File: src/rtl/core/bbro_pkg.sv
// Shared types, constants and raster-op logic for the raster-op blit block.
`default_nettype none
package bbro_pkg;

  localparam int unsigned ROW_W   = 10;
  localparam int unsigned WCOL_W  = 5;
  localparam int unsigned ADDR_W  = ROW_W + WCOL_W;
  localparam int unsigned DATA_W  = 32;
  localparam int unsigned SPAN_W  = 11;
  localparam int unsigned LINES   = 1024;
  localparam int unsigned LINE_PIXELS = 1024;

  localparam logic [1:0] OP_WRITE = 2'd0;
  localparam logic [1:0] OP_READ  = 2'd1;
  localparam logic [1:0] OP_BLIT  = 2'd2;

  localparam logic [DATA_W-1:0] ALL_ONES = 32'hFFFF_FFFF;
  localparam logic [DATA_W-1:0] LOW_ONES = 32'h7FFF_FFFF;

  typedef struct packed {
    logic              we;
    logic              re;
    logic [ADDR_W-1:0] addr;
    logic [DATA_W-1:0] wdata;
  } mem_req_t;

  // GX code: bit0 s&d, bit1 s&~d, bit2 ~s&d, bit3 ~s&~d
  function automatic logic [DATA_W-1:0] rop_apply(input logic [3:0] code,
                                                  input logic [DATA_W-1:0] s,
                                                  input logic [DATA_W-1:0] d);
    rop_apply = ({DATA_W{code[0]}} &  s &  d) |
                ({DATA_W{code[1]}} &  s & ~d) |
                ({DATA_W{code[2]}} & ~s &  d) |
                ({DATA_W{code[3]}} & ~s & ~d);
  endfunction

endpackage
`default_nettype wire

File: src/rtl/core/bbro_if.sv
// Valid/ready channel interfaces for requests and results.
`default_nettype none
interface bbro_in_if;
  logic        valid;
  logic        ready;
  logic [1:0]  op;
  logic [14:0] word_addr;
  logic [31:0] word_data;
  logic [9:0]  src_row;
  logic [9:0]  src_col;
  logic [9:0]  dst_row;
  logic [9:0]  dst_col;
  logic [10:0] rect_height;
  logic [10:0] rect_width;
  logic [3:0]  rop;
  modport source(output valid, op, word_addr, word_data, src_row, src_col, dst_row,
                 dst_col, rect_height, rect_width, rop, input ready);
  modport sink(input valid, op, word_addr, word_data, src_row, src_col, dst_row,
               dst_col, rect_height, rect_width, rop, output ready);
endinterface

interface bbro_out_if;
  logic        valid;
  logic        ready;
  logic [31:0] read_data;
  logic        out_of_range;
  modport source(output valid, read_data, out_of_range, input ready);
  modport sink(input valid, read_data, out_of_range, output ready);
endinterface
`default_nettype wire

File: src/rtl/core/bbro_seq.sv
// Request sequencer: word access, blit read-modify-write walk, result register.
`default_nettype none
module bbro_seq (
  input  wire logic                    clk_i,
  input  wire logic                    rst_ni,
  bbro_in_if.sink                      in_i,
  bbro_out_if.source                   out_o,
  output bbro_pkg::mem_req_t           mem_req_o,
  input  wire logic [bbro_pkg::DATA_W-1:0] mem_rdata_i
);

  localparam logic [2:0] ST_IDLE = 3'd0;
  localparam logic [2:0] ST_RDW  = 3'd1;
  localparam logic [2:0] ST_SA   = 3'd2;
  localparam logic [2:0] ST_SB   = 3'd3;
  localparam logic [2:0] ST_SD   = 3'd4;
  localparam logic [2:0] ST_WR   = 3'd5;
  localparam logic [2:0] ST_DONE = 3'd6;

  localparam int unsigned RW = bbro_pkg::ROW_W;
  localparam int unsigned CW = bbro_pkg::WCOL_W;
  localparam int unsigned DW = bbro_pkg::DATA_W;

  logic [2:0]     state_q, state_d;
  logic [RW-1:0]  srow_q, srow_d, drow_q, drow_d;
  logic [RW-1:0]  scol_q, scol_d, dcol_q, dcol_d;
  logic [RW-1:0]  dlast_q, dlast_d;
  logic [CW-1:0]  cw_q, cw_d, wstart_q, wstart_d, wend_q, wend_d;
  logic [CW-1:0]  wfirst_q, wfirst_d, wlast_q, wlast_d;
  logic [bbro_pkg::SPAN_W-1:0] rem_q, rem_d;
  logic           rows_up_q, rows_up_d, cols_bk_q, cols_bk_d;
  logic [3:0]     rop_q, rop_d;
  logic [DW-1:0]  a_q, a_d, b_q, b_d;
  logic [DW-1:0]  res_rd_q, res_rd_d;
  logic           res_oor_q, res_oor_d;
  logic           ov_q, ov_d;
  logic [DW-1:0]  ord_q, ord_d;
  logic           ooor_q, ooor_d;

  logic           in_xfer;
  logic [11:0]    s_bot, d_bot, s_rgt, d_rgt;
  logic [RW-1:0]  dlast_n;
  logic           oor;
  logic [11:0]    sbase;
  logic [6:0]     sw, swb;
  logic [CW-1:0]  cola, colb;
  logic [4:0]     lo, hi;
  logic [DW-1:0]  mask, src_al, newd;
  logic [2*DW-1:0] pair_sh;

  function automatic logic [CW-1:0] clamp_col(input logic [6:0] v);
    if (v[6]) clamp_col = '0;
    else if (v[5]) clamp_col = '1;
    else clamp_col = v[CW-1:0];
  endfunction

  assign in_xfer = in_i.valid && in_i.ready;
  assign in_i.ready = (state_q == ST_IDLE);

  assign s_bot = {2'b00, in_i.src_row} + {1'b0, in_i.rect_height};
  assign d_bot = {2'b00, in_i.dst_row} + {1'b0, in_i.rect_height};
  assign s_rgt = {2'b00, in_i.src_col} + {1'b0, in_i.rect_width};
  assign d_rgt = {2'b00, in_i.dst_col} + {1'b0, in_i.rect_width};
  assign dlast_n = d_rgt[RW-1:0] - 10'd1;
  assign oor = (s_bot > 12'(bbro_pkg::LINES)) || (d_bot > 12'(bbro_pkg::LINES)) ||
               (s_rgt > 12'(bbro_pkg::LINE_PIXELS)) || (d_rgt > 12'(bbro_pkg::LINE_PIXELS));

  assign sbase = {2'b00, cw_q, 5'b00000} + {2'b00, scol_q} - {2'b00, dcol_q};
  assign sw    = sbase[11:5];
  assign swb   = sw + 7'd1;
  assign cola  = clamp_col(sw);
  assign colb  = clamp_col(swb);

  assign lo   = (cw_q == wfirst_q) ? dcol_q[4:0] : 5'd0;
  assign hi   = (cw_q == wlast_q) ? dlast_q[4:0] : 5'd31;
  assign mask = (bbro_pkg::ALL_ONES >> lo) & ~(bbro_pkg::LOW_ONES >> hi);
  assign pair_sh = {a_q, b_q} << sbase[4:0];
  assign src_al  = pair_sh[2*DW-1:DW];
  assign newd = (mask & bbro_pkg::rop_apply(rop_q, src_al, mem_rdata_i)) |
                (~mask & mem_rdata_i);

  always_comb begin
    state_d = state_q;
    srow_d = srow_q; drow_d = drow_q; scol_d = scol_q; dcol_d = dcol_q;
    dlast_d = dlast_q; cw_d = cw_q; wstart_d = wstart_q; wend_d = wend_q;
    wfirst_d = wfirst_q; wlast_d = wlast_q; rem_d = rem_q;
    rows_up_d = rows_up_q; cols_bk_d = cols_bk_q; rop_d = rop_q;
    a_d = a_q; b_d = b_q; res_rd_d = res_rd_q; res_oor_d = res_oor_q;
    ov_d = ov_q; ord_d = ord_q; ooor_d = ooor_q;
    mem_req_o = '0;

    if (out_o.ready) ov_d = 1'b0;

    unique case (state_q)
      ST_IDLE: begin
        if (in_xfer) begin
          res_rd_d  = '0;
          res_oor_d = 1'b0;
          state_d   = ST_DONE;
          unique case (in_i.op)
            bbro_pkg::OP_WRITE: begin
              mem_req_o.we    = 1'b1;
              mem_req_o.addr  = in_i.word_addr;
              mem_req_o.wdata = in_i.word_data;
            end
            bbro_pkg::OP_READ: begin
              mem_req_o.re   = 1'b1;
              mem_req_o.addr = in_i.word_addr;
              state_d        = ST_RDW;
            end
            bbro_pkg::OP_BLIT: begin
              if (in_i.rect_height != '0 && in_i.rect_width != '0) begin
                if (oor) begin
                  res_oor_d = 1'b1;
                end else begin
                  rows_up_d = in_i.dst_row > in_i.src_row;
                  cols_bk_d = (in_i.dst_row == in_i.src_row) && (in_i.dst_col > in_i.src_col);
                  srow_d = (in_i.dst_row > in_i.src_row) ? s_bot[RW-1:0] - 10'd1 : in_i.src_row;
                  drow_d = (in_i.dst_row > in_i.src_row) ? d_bot[RW-1:0] - 10'd1 : in_i.dst_row;
                  scol_d = in_i.src_col;
                  dcol_d = in_i.dst_col;
                  dlast_d = dlast_n;
                  wfirst_d = in_i.dst_col[RW-1:RW-CW];
                  wlast_d  = dlast_n[RW-1:RW-CW];
                  if ((in_i.dst_row == in_i.src_row) && (in_i.dst_col > in_i.src_col)) begin
                    wstart_d = dlast_n[RW-1:RW-CW];
                    wend_d   = in_i.dst_col[RW-1:RW-CW];
                  end else begin
                    wstart_d = in_i.dst_col[RW-1:RW-CW];
                    wend_d   = dlast_n[RW-1:RW-CW];
                  end
                  cw_d   = wstart_d;
                  rem_d  = in_i.rect_height;
                  rop_d  = in_i.rop;
                  state_d = ST_SA;
                end
              end
            end
            default: ;
          endcase
        end
      end
      ST_RDW: begin
        res_rd_d = mem_rdata_i;
        state_d  = ST_DONE;
      end
      ST_SA: begin
        mem_req_o.re   = 1'b1;
        mem_req_o.addr = {srow_q, cola};
        state_d        = ST_SB;
      end
      ST_SB: begin
        a_d            = mem_rdata_i;
        mem_req_o.re   = 1'b1;
        mem_req_o.addr = {srow_q, colb};
        state_d        = ST_SD;
      end
      ST_SD: begin
        b_d            = mem_rdata_i;
        mem_req_o.re   = 1'b1;
        mem_req_o.addr = {drow_q, cw_q};
        state_d        = ST_WR;
      end
      ST_WR: begin
        mem_req_o.we    = 1'b1;
        mem_req_o.addr  = {drow_q, cw_q};
        mem_req_o.wdata = newd;
        state_d         = ST_SA;
        if (cw_q == wend_q) begin
          cw_d  = wstart_q;
          rem_d = rem_q - 11'd1;
          if (rows_up_q) begin
            srow_d = srow_q - 10'd1;
            drow_d = drow_q - 10'd1;
          end else begin
            srow_d = srow_q + 10'd1;
            drow_d = drow_q + 10'd1;
          end
          if (rem_q == 11'd1) state_d = ST_DONE;
        end else begin
          cw_d = cols_bk_q ? cw_q - 5'd1 : cw_q + 5'd1;
        end
      end
      ST_DONE: begin
        if (!ov_q || out_o.ready) begin
          ov_d    = 1'b1;
          ord_d   = res_rd_q;
          ooor_d  = res_oor_q;
          state_d = ST_IDLE;
        end
      end
      default: state_d = ST_IDLE;
    endcase
  end

  always_ff @(posedge clk_i or negedge rst_ni) begin
    if (!rst_ni) begin
      state_q <= ST_IDLE;
      ov_q    <= 1'b0;
    end else begin
      state_q <= state_d;
      ov_q    <= ov_d;
    end
  end

  always_ff @(posedge clk_i) begin
    srow_q <= srow_d; drow_q <= drow_d; scol_q <= scol_d; dcol_q <= dcol_d;
    dlast_q <= dlast_d; cw_q <= cw_d; wstart_q <= wstart_d; wend_q <= wend_d;
    wfirst_q <= wfirst_d; wlast_q <= wlast_d; rem_q <= rem_d;
    rows_up_q <= rows_up_d; cols_bk_q <= cols_bk_d; rop_q <= rop_d;
    a_q <= a_d; b_q <= b_d; res_rd_q <= res_rd_d; res_oor_q <= res_oor_d;
    ord_q <= ord_d; ooor_q <= ooor_d;
  end

  assign out_o.valid        = ov_q;
  assign out_o.read_data    = ord_q;
  assign out_o.out_of_range = ooor_q;

`ifndef SYNTHESIS
  a_we_state: assert property (@(posedge clk_i) disable iff (!rst_ni)
    mem_req_o.we |-> (state_q == ST_IDLE || state_q == ST_WR))
    else $error("frame write outside idle or write-back");
  a_wr_addr: assert property (@(posedge clk_i) disable iff (!rst_ni)
    state_q == ST_WR |-> mem_req_o.addr == $past(mem_req_o.addr))
    else $error("write-back address differs from destination read");
  a_done_hold: assert property (@(posedge clk_i) disable iff (!rst_ni)
    (state_q == ST_DONE && ov_q && !out_o.ready) |=> state_q == ST_DONE)
    else $error("result dropped while output stalled");
  a_oor_fast: assert property (@(posedge clk_i) disable iff (!rst_ni)
    (in_xfer && in_i.op == bbro_pkg::OP_BLIT && oor) |=> state_q == ST_DONE)
    else $error("rejected blit touched the frame");
`endif

endmodule
`default_nettype wire

File: src/flat_wrapper.sv
// flat-port wrapper written by rule: the top's interface ports become plain ports
module bbro_seq_flat 
  (clk_i, rst_ni, mem_req_o, mem_rdata_i, in_i_valid, in_i_op, in_i_word_addr, in_i_word_data, in_i_src_row, in_i_src_col, in_i_dst_row, in_i_dst_col, in_i_rect_height, in_i_rect_width, in_i_rop, in_i_ready, out_o_valid, out_o_read_data, out_o_out_of_range, out_o_ready);
  bbro_in_if in_i_i ();
  bbro_out_if out_o_i ();
  input  wire logic clk_i;
  input  wire logic rst_ni;
  output bbro_pkg::mem_req_t mem_req_o;
  input  wire logic [bbro_pkg::DATA_W-1:0] mem_rdata_i;
  input wire logic [$bits(in_i_i.valid)-1:0] in_i_valid;
  input wire logic [$bits(in_i_i.op)-1:0] in_i_op;
  input wire logic [$bits(in_i_i.word_addr)-1:0] in_i_word_addr;
  input wire logic [$bits(in_i_i.word_data)-1:0] in_i_word_data;
  input wire logic [$bits(in_i_i.src_row)-1:0] in_i_src_row;
  input wire logic [$bits(in_i_i.src_col)-1:0] in_i_src_col;
  input wire logic [$bits(in_i_i.dst_row)-1:0] in_i_dst_row;
  input wire logic [$bits(in_i_i.dst_col)-1:0] in_i_dst_col;
  input wire logic [$bits(in_i_i.rect_height)-1:0] in_i_rect_height;
  input wire logic [$bits(in_i_i.rect_width)-1:0] in_i_rect_width;
  input wire logic [$bits(in_i_i.rop)-1:0] in_i_rop;
  output wire logic [$bits(in_i_i.ready)-1:0] in_i_ready;
  output wire logic [$bits(out_o_i.valid)-1:0] out_o_valid;
  output wire logic [$bits(out_o_i.read_data)-1:0] out_o_read_data;
  output wire logic [$bits(out_o_i.out_of_range)-1:0] out_o_out_of_range;
  input wire logic [$bits(out_o_i.ready)-1:0] out_o_ready;
  assign in_i_i.valid = in_i_valid;
  assign in_i_i.op = in_i_op;
  assign in_i_i.word_addr = in_i_word_addr;
  assign in_i_i.word_data = in_i_word_data;
  assign in_i_i.src_row = in_i_src_row;
  assign in_i_i.src_col = in_i_src_col;
  assign in_i_i.dst_row = in_i_dst_row;
  assign in_i_i.dst_col = in_i_dst_col;
  assign in_i_i.rect_height = in_i_rect_height;
  assign in_i_i.rect_width = in_i_rect_width;
  assign in_i_i.rop = in_i_rop;
  assign in_i_ready = in_i_i.ready;
  assign out_o_valid = out_o_i.valid;
  assign out_o_read_data = out_o_i.read_data;
  assign out_o_out_of_range = out_o_i.out_of_range;
  assign out_o_i.ready = out_o_ready;
  bbro_seq u_core (.clk_i(clk_i), .rst_ni(rst_ni), .in_i(in_i_i), .out_o(out_o_i), .mem_req_o(mem_req_o), .mem_rdata_i(mem_rdata_i));
endmodule
File: config.mk
export PLATFORM = sky130hd
export DESIGN_NAME = bbro_seq_flat
export DESIGN_NICKNAME = d
export VERILOG_FILES = /design/src/rtl/core/bbro_pkg.sv /design/src/rtl/core/bbro_if.sv /design/src/rtl/core/bbro_seq.sv /design/src/flat_wrapper.sv
export SDC_FILE = /design/constraint.sdc
export NUM_CORES = 1
export LEC_CHECK = 0
export ABC_AREA = 1
export BUFFER_PORTS_ARGS = -buffer_cell sky130_fd_sc_hd__buf_2
export CORE_MARGIN = 5
export CORE_UTILIZATION = 30
export DETAILED_ROUTE_END_ITERATION = 12
export PLACE_DENSITY_LB_ADDON = 0.12
export SETUP_SLACK_MARGIN = 0.1
export SLEW_MARGIN = 5
export SYNTH_ARGS = -nofsm -noshare
export SYNTH_HDL_FRONTEND = slang
export SYNTH_SLANG_ARGS = --single-unit
export TNS_END_PERCENT = 100
File: constraint.sdc
create_clock -name clk_i -period 8.2 [get_ports clk_i]
set_input_delay 0.82 -clock clk_i [delete_from_list [all_inputs] [get_ports clk_i]]
set_output_delay 0.82 -clock clk_i [all_outputs]
set_load 0.02 [all_outputs]
---- After elaboration in Yosys (flattened, before gate mapping) ----
Cells that the tools add are included.
word-level totals
  register bits after elaboration ......... 221
  input port bits ......................... 151
  output and inout port bits .............. 84
  logic and storage cells ................. 172
cells by class
  $add $sub $neg .......................... 17
  $lt $le $gt $ge ......................... 6
  equality and inequality tests ........... 19
  shifts and indexed selects .............. 3
  muxes and demuxes ....................... 60
  bitwise gates (word level) .............. 20
  reductions and logical operators ........ 25
operator list
  operator                                                                           count
  32-bit AND                                                                         11
  10-bit two-way mux                                                                 14
  32-bit inverter                                                                    4
  32-bit bitwise OR                                                                  4
  32-bit one-hot mux with 2 select lines                                             2
  5-bit two-way mux                                                                  14
  32-bit two-way mux                                                                 2
  64-bit by 5-bit << shifter with 64-bit output                                      1
  15-bit one-hot mux with 4 select lines                                             1
  11-bit two-way mux                                                                 5
  10-bit by 1-bit subtractor with 10-bit output, second input constant               5
  49-bit two-way mux                                                                 1
  10-bit by 11-bit adder with 12-bit output                                          4
  12-bit by 11-bit greater-than comparator with 1-bit output, second input constant  4
  10-bit one-hot mux with 2 select lines                                             2
  31-bit by 5-bit >> shifter with 32-bit output, first input constant                1
  32-bit by 5-bit >> shifter with 32-bit output, first input constant                1
  11-bit one-hot mux with 2 select lines                                             1
  11-bit nonzero test                                                                2
  3-bit one-hot mux with 7 select lines                                              1
  10-bit by 1-bit adder with 10-bit output, second input constant                    2
  10-bit greater-than comparator                                                     2
  3-bit two-way mux                                                                  6
  5-bit == test                                                                      3
  32 further kinds                                                                   57

---- Longest topological paths before layout ----
Gate-level depths: netlist (run 1).
  word-level depth ........................ 11
  mapped depth ............................ 21
  mapped depth without buffers ............ 21

---- Worst setup path after synthesis (run 1) ----
OpenSTA, ideal clock, no wires.
  path type ............................... input to register
  start point ............................. input in_i_rect_width[0]
  end point ............................... register u_core.cols_bk_q, enable pin
  arrival time ............................ 4.465 ns
  path slack .............................. 3.286 ns
  cell stages on the path ................. 11
  cells stage by stage .................... ha_1 -> fa_1 -> xnor2_1 -> nand4_1 -> nor2_1 -> nand3_1 -> nor2_1 -> nand3_1 -> nand2_1 -> nand3_1 -> nor2_1
between the ends
  longest elaborated chain between the ends .. 6
  elaborated cells between the ends (all ways) .. 10
ends and longest elaborated chain
  element                                                     RTL line            text
  start, declared                                             flat_wrapper.sv:19  input wire logic [$bits(in_i_i.rect_width)-1:0] in_i_rect_width;
  10-bit by 11-bit adder with 12-bit output                   bbro_seq.sv:62      assign s_rgt = {2'b00, in_i.src_col} + {1'b0, in_i.rect_width};
  12-bit by 11-bit greater-than comparator with 1-bit output  bbro_seq.sv:66      (s_rgt > 12'(bbro_pkg::LINE_PIXELS)) || (d_rgt > 12'(bbro_pkg::LINE_PIXELS));
  1-bit logical OR                                            bbro_seq.sv:65      assign oor = (s_bot > 12'(bbro_pkg::LINES)) || (d_bot > 12'(bbro_pkg::LINES)) ||
  1-bit logical OR                                            bbro_seq.sv:66
  1-bit inverter (no source line)                             --
  5-bit AND reduction (no source line) *                      --
  end signal, assigned                                        bbro_seq.sv:210     rows_up_q <= rows_up_d; cols_bk_q <= cols_bk_d; rop_q <= rop_d;
  end, declared                                               bbro_seq.sv:31      logic rows_up_q, rows_up_d, cols_bk_q, cols_bk_d;
Mark *: on every way between the ends. The rest lies on a longest branch, timed or not.
A chain may end at the register's enable or synchronous reset.

==> impl_metrics.tcl, run 1 <==
set metrics [dict create \
    viasPerCell 5.076 \
    cp-end-kind "primary output" \
    top_level_ports 235 \
    initial_core_util_pct 30.15 \
    synthCells 2644 \
    cellPowerDensity_nw_per_um2 237.5 \
    numPortBuffers 234 \
    drv_slew 0 \
    dpl-instance-area_sq_um 20460 \
    wl_per_cell_um 20.17 \
    power_uw 5089 \
    synthArstFlopShare_pct 1.860 \
    cts_hold_buf 0 \
    die_area_sq_um 66740 \
    max_stage_delay_ns 0.54 \
    n_antenna_cell 0 \
    reg2reg_depth 14 \
    outcome "completed" \
    antenna_found_initial 4 \
    routed_wl_um 73540 \
    layout.cells.most_common_list "851 x nand2_1, 295 x inv_1, 234 x buf_2" \
    grt.busiest_layer "met2" \
    worstSetupStartpoint "u_core.dcol_q[0]" \
    cts_resized 0 \
    seqPwrFrac_pct 33.7 \
    drcViolationCount 0 \
    crit_required_ns 7.38 \
    num_rows 91 \
    use_met2_pct 35.43 \
    skew_ns 0.01837 \
    crit_path_top_delay_cell "inv_2" \
    cts_buffers 29 \
    cp_max_fo 64 \
    drtPass1Iterations 8 \
    path_buf_inv 3 \
    cts_sinks 215 \
    clkTransAtPathRegs_ns 0.06 \
    cts_buffer_depth 3 \
    tns_ns 0 \
    synth_cell_type_count 58 \
    yosysSeqAreaShare_pct 34.79 \
    final_common_cell "nand2_1" \
    area_growth_pct 15.81 \
    fp.dieW_um 258.3 \
    met3_usage_pct 2.991 \
    cp_cell_sequence "ha_2, fa_2, buf_4, inv_2, or2_2, o21ai_0, nand2_1, nand2_1, nand2_1, o21ai_1, nand2_1, nand2_1, o211ai_1, nand3_1, nand2_1, nand2_1, buf_2" \
    grt_pass1_vias 17663 \
    root_buffer "clkbuf_16" \
    gp_congestion 0.9109 \
    critPathKind "register to primary output" \
    dp_hpwl_um 58000 \
    finalCritPeriodShare_pct 66.28 \
    p_leak_uw 0.01009 \
    worstReg2RegStart "u_core.rows_up_q" \
    crit_top_cell "nand2_1" \
    cts_setup_buffers 0 \
    avgSynthCellArea_sq_um 6.998 \
    nNetsFinal 3096 \
    critPathLaunchType "register" \
    synth_ff_type "edfxtp_1" \
    first_iter_violations 1286 \
    htree_levels 1 \
    grt_pass1_wl_um 108400 \
    worst_pin_slew_ns 1.154 \
    post-route-min-period_ns 5.435 \
    synth_edf_count 211 \
    synth_nets 2906 \
    hold_viol_final 0 \
    p_int_uw 2974 \
    dr_total_vias 18508 \
    ant_nets 0 \
    drv_cap 0 \
    hold_class "input port to async pin" \
    clock_latency_ns 0.59 \
    drive_gt1_share_pct 12.15 \
    cp.arrival_ns 4.62 \
    fin_area_sq_um 21430 \
    relSlewSlack_pct 23.07 \
    power_frac_clock_pct 25.6 \
    fmax_ghz 0.1840 \
    r2r_end "u_core.srow_q[8]" \
    power.switching_uw 2115 \
    synth-seq-cells 215 \
    cts_tree "done" \
    die_h_um 258.3 \
    grt_max_degree 84 \
    setup_viol 0 \
    grt_setup_unrepaired "false" \
    core_area_sq_um 61370 \
    power_frac_comb_pct 40.7 \
    syn_area_sq_um 18500 \
    p_sw_share_pct 41.57 \
    ir_drop_uv 177.3 \
    reg2reg_slack_ns 5.27 \
    path_delay_family "simple AND/OR/NAND/NOR gates" \
    yosys_warnings 0 \
    grt.total_usage_pct 21.10 \
    use_met1_pct 27.96 \
    grt-ovfl-total 0 \
]
[cell families after synthesis]
logic type               count (synthesis)  share of synthesized area, %
AND/OR/NAND/NOR                       1306                         28.96
buffers and inverters                  402                         8.467
AO/OA/AOI/OAI                          537                         16.27
adder cells (fa/ha/maj)                111                         7.872
XOR/XNOR                                58                         2.827
multiplexers                            15                        0.8115
flip-flops                             215                         34.79
[power groups by stage]
stage | sequential (uW) | clock (uW) | combinational (uW)
after CTS | 1720 | 1340 | 2080
final | 1710 | 1300 | 2070
after global placement | 1740 | 0 | 2060
after global routing | 1740 | 1380 | 2310
after detailed placement | 1740 | 0 | 2060
after floorplan | 1720 | 0 | 1320
[metal layers]
metal,vias up,part of all wire (%)
li1,9200,-
met1,8566,44
met2,615,46
met3,121,5.6
met4,6,4.2
met5,-,0.046
[synthesized netlist by cell type, types with 14 or more instances]
cell | count | area [sq um]
o211ai_1 | 46 | 345.3
ha_1 | 102 | 1276
xor2_1 | 34 | 297.8
nand3_1 | 139 | 695.7
clkbuf_1 | 51 | 191.4
edfxtp_1 | 211 | 6336
nand3b_1 | 20 | 150.1
buf_2 | 34 | 170.2
inv_2 | 14 | 52.55
o21ai_0 | 194 | 970.9
nor3_1 | 21 | 105.1
o21ai_1 | 84 | 420.4
inv_1 | 296 | 1111
nand2_1 | 851 | 3194
nor2_1 | 211 | 792.0
mux2i_1 | 15 | 150.1
xnor2_1 | 22 | 192.7
nand4_1 | 24 | 150.1
a21oi_1 | 131 | 655.6
[sequential cells by signal (all words and copies together), names as in the netlist, 10 cells and up]
signal                  count
u_core.a_q                 32
u_core.b_q                 31
u_core.rem_q               11
u_core.scol_q              10
u_core.res_rd_q            32
u_core.out_o.read_data     32
u_core.drow_q              10
u_core.srow_q              10
[through the flow]
stage / instances / worst slack, ns / hold slack [ns] / utilization (%)
global route: 3646 / 2.410 / 0.04119 / 34.91
global placement: 3593 / 3.414 / 0.4037 / 33.34
floorplan: 2644 / 3.286 / 0.4003 / -
finish: 3646 / 2.765 / 0.04934 / 34.91
CTS: 3646 / 2.768 / 0.02826 / 34.91
detailed placement: 3593 / 3.381 / 0.4045 / 33.34
[layout make-up]
class	instances	area, sq um
tap	790	988.4
inverter	311	1167
clock inverter	18	219.0
sequential	215	6436
clock buffer	35	748.2
multi-input combinational	2027	10580
timing repair buffer	250	1291
fill	6650	39940
[worst max path at each step]
stage / end / slack (ns) / depth (start not counted)
floorplan: u_core.cols_bk_q / 3.29 / 11
global placement: mem_req_o[6] / 3.41 / 17
detailed placement: mem_req_o[8] / 3.38 / 15
CTS: mem_req_o[9] / 2.77 / 17
global route: mem_req_o[12] / 2.41 / 17
finish: mem_req_o[9] / 2.76 / 17
Note: power is estimated with default switching activity, not from simulation.
==> inputs of run 2 (changes only) <==
Clock period 8.2 ns to 5.4 ns, I/O delays scaled along.
==> run 2 against run 1 <==
  * Sequential share of layout area about the same
  * Via count barely moved
  * Clock power rose by 46%
  * Global-route usage rose by 0.31 points
  * Wire length up 1.7%
  * Sequential power rose by 53%
  * Non-clock buffer count up 4
  * Largest cell class unchanged
  * Combinational power is 51% higher
  * Count of clock-buffer cells in the layout fell by 7
==> impl_metrics.tcl, run 2 (synthesized netlist as in run 1, its figures left out) <==
set metrics [dict create \
    cts_hold_buf 1 \
    cellPowerDensity_nw_per_um2 356.9 \
    outcome "completed" \
    final_cells 3646 \
    dp_hpwl_um 59090 \
    met3_usage_pct 1.997 \
    antenna_found_initial 1 \
    wl_per_cell_um 20.51 \
    grt_pass1_vias 17441 \
    cp-end-kind "primary output" \
    die_h_um 258.3 \
    first_iter_violations 1538 \
    grt_pass1_wl_um 110200 \
    relSlewSlack_pct 24.87 \
    use_met1_pct 29.15 \
    grt_max_degree 84 \
    die_area_sq_um 66740 \
    crit_required_ns 4.86 \
    critPathLaunchType "register" \
    area_growth_pct 15.67 \
    final_common_cell "nand2_1" \
    fp.dieW_um 258.3 \
    fmax_ghz 0.2086 \
    cts_tree "done" \
    post-route-min-period_ns 4.793 \
    finalWorstSetupSlack_ns 0.6067 \
    drv_cap 0 \
    worst_pin_slew_ns 1.127 \
    root_buffer "clkbuf_16" \
    viasPerCell 5.072 \
    layout.cells.most_common_list "851 x nand2_1, 295 x inv_1, 234 x buf_2" \
    cts_resized 0 \
    n_antenna_cell 0 \
    num_rows 91 \
    hold_viol_final 0 \
    drive_gt1_share_pct 12.32 \
    power_uw 7637 \
    cts_buffers 27 \
    drtPass1Iterations 6 \
    hold_class "input port to register" \
    dp.cells 3596 \
    cts_buffer_depth 3 \
    clock_latency_ns 0.60 \
    initial_core_util_pct 30.15 \
    grt.total_usage_pct 21.42 \
    critPathKind "register to primary output" \
    skew_ns 0.04427 \
    p_leak_uw 0.01010 \
    tns_ns 0 \
    drv_slew 0 \
    pre_cts_ws_ns 0.9937 \
    htree_levels 1 \
    fill_cells 6584 \
    setup_viol 0 \
    routed_wl_um 74770 \
    grt_setup_unrepaired "false" \
    ir_drop_uv 327.7 \
    clkTransAtPathRegs_ns 0.06 \
    dr_total_vias 18492 \
    ant_nets 0 \
    cts_sinks 215 \
    gp_congestion 0.9553 \
    drcViolationCount 0 \
    cp_max_fo 41 \
    grt.busiest_layer "met2" \
    grt-ovfl-total 0 \
    nNetsFinal 3098 \
    top_level_ports 235 \
    numPortBuffers 234 \
    cts_setup_buffers 0 \
    finalCritPeriodShare_pct 88.77 \
    cp.arrival_ns 4.25 \
    core_area_sq_um 61370 \
    use_met2_pct 36.42 \
]
-- run 2: cell types whose count changed in the layout (fill, tap and decap cells not counted), sizes merged --
| cell | before | now |
|---|---|---|
| inv | 313 | 312 |
| clkinv | 8 | 13 |
| clkinvlp | 4 | 3 |
| clkbuf | 35 | 28 |
| buf | 250 | 253 |
| dlygate4sd3 | 0 | 1 |
-- run 2: cell type report --
type,count,area (sq um),share of cell area [%]
multi-input combinational,2027,10580,49.42
sequential,215,6436,30.07
inverter,311,1167,5.455
timing repair buffer,254,1324,6.186
clock buffer,28,679.4,3.175
tap,790,988.4,4.619
clock inverter,21,229.0,1.070
-- run 2: worst max-delay path, cell delays in order (launching register included) --
cell      delay, ns
edfxtp_1       0.47
ha_2           0.26
fa_2           0.41
o21ai_1        0.24
xor2_2         0.14
buf_4          0.34
inv_2          0.41
a31oi_1        0.46
o21ai_0        0.17
nand2_1        0.18
o21ai_1        0.08
o21ai_1        0.23
nand2_1        0.08
buf_2          0.16
-- run 2: report_power, final --
| group | switching, uW | leakage (uW) | internal (uW) |
|---|---|---|---|
| Combinational | 2170 | 0.00765 | 954 |
| Sequential | 223 | 0.00200 | 2380 |
| Clock | 794 | 0.000447 | 1110 |
-- run 2: path summary, 6_finish.rpt --
| path | from | endpoint | slack, ns | cells after the start |
|---|---|---|---|---|
| setup / recovery | u_core.dcol_q[0] | mem_req_o[26] | 0.61 | 13 |
| hold / removal | in_i_rop[2] | u_core.rop_q[2] | 0.15 | 1 |
| setup reg to reg | u_core.rows_up_q | u_core.srow_q[8] | 2.42 | 14 |
| hold reg to reg | u_core.res_rd_q[22] | u_core.out_o.read_data[22] | 0.42 | 0 |
| max in group asynchronous | rst_ni | u_core.state_q[2] | 4.98 | 2 |
| min in group asynchronous | rst_ni | u_core.state_q[0] | 0.30 | 2 |
-- run 2: layer usage --
layer,vias up,part of all wire [%]
li1,9234,-
met1,8554,44
met2,603,47
met3,101,5.4
met4,0,3.5
met5,-,0
-- run 2: metrics by stage --
step           cell area, sq um  util, %  hold WS, ns
6_report                  21400    34.87       0.1536
5_1_grt                   21400    34.87       0.1330
4_1_cts                   21400    34.87       0.1134
3_5_place_dp              20480    33.37       0.3583
3_3_place_gp              20480    33.37       0.3511
2_1_floorplan             18500        -       0.2444
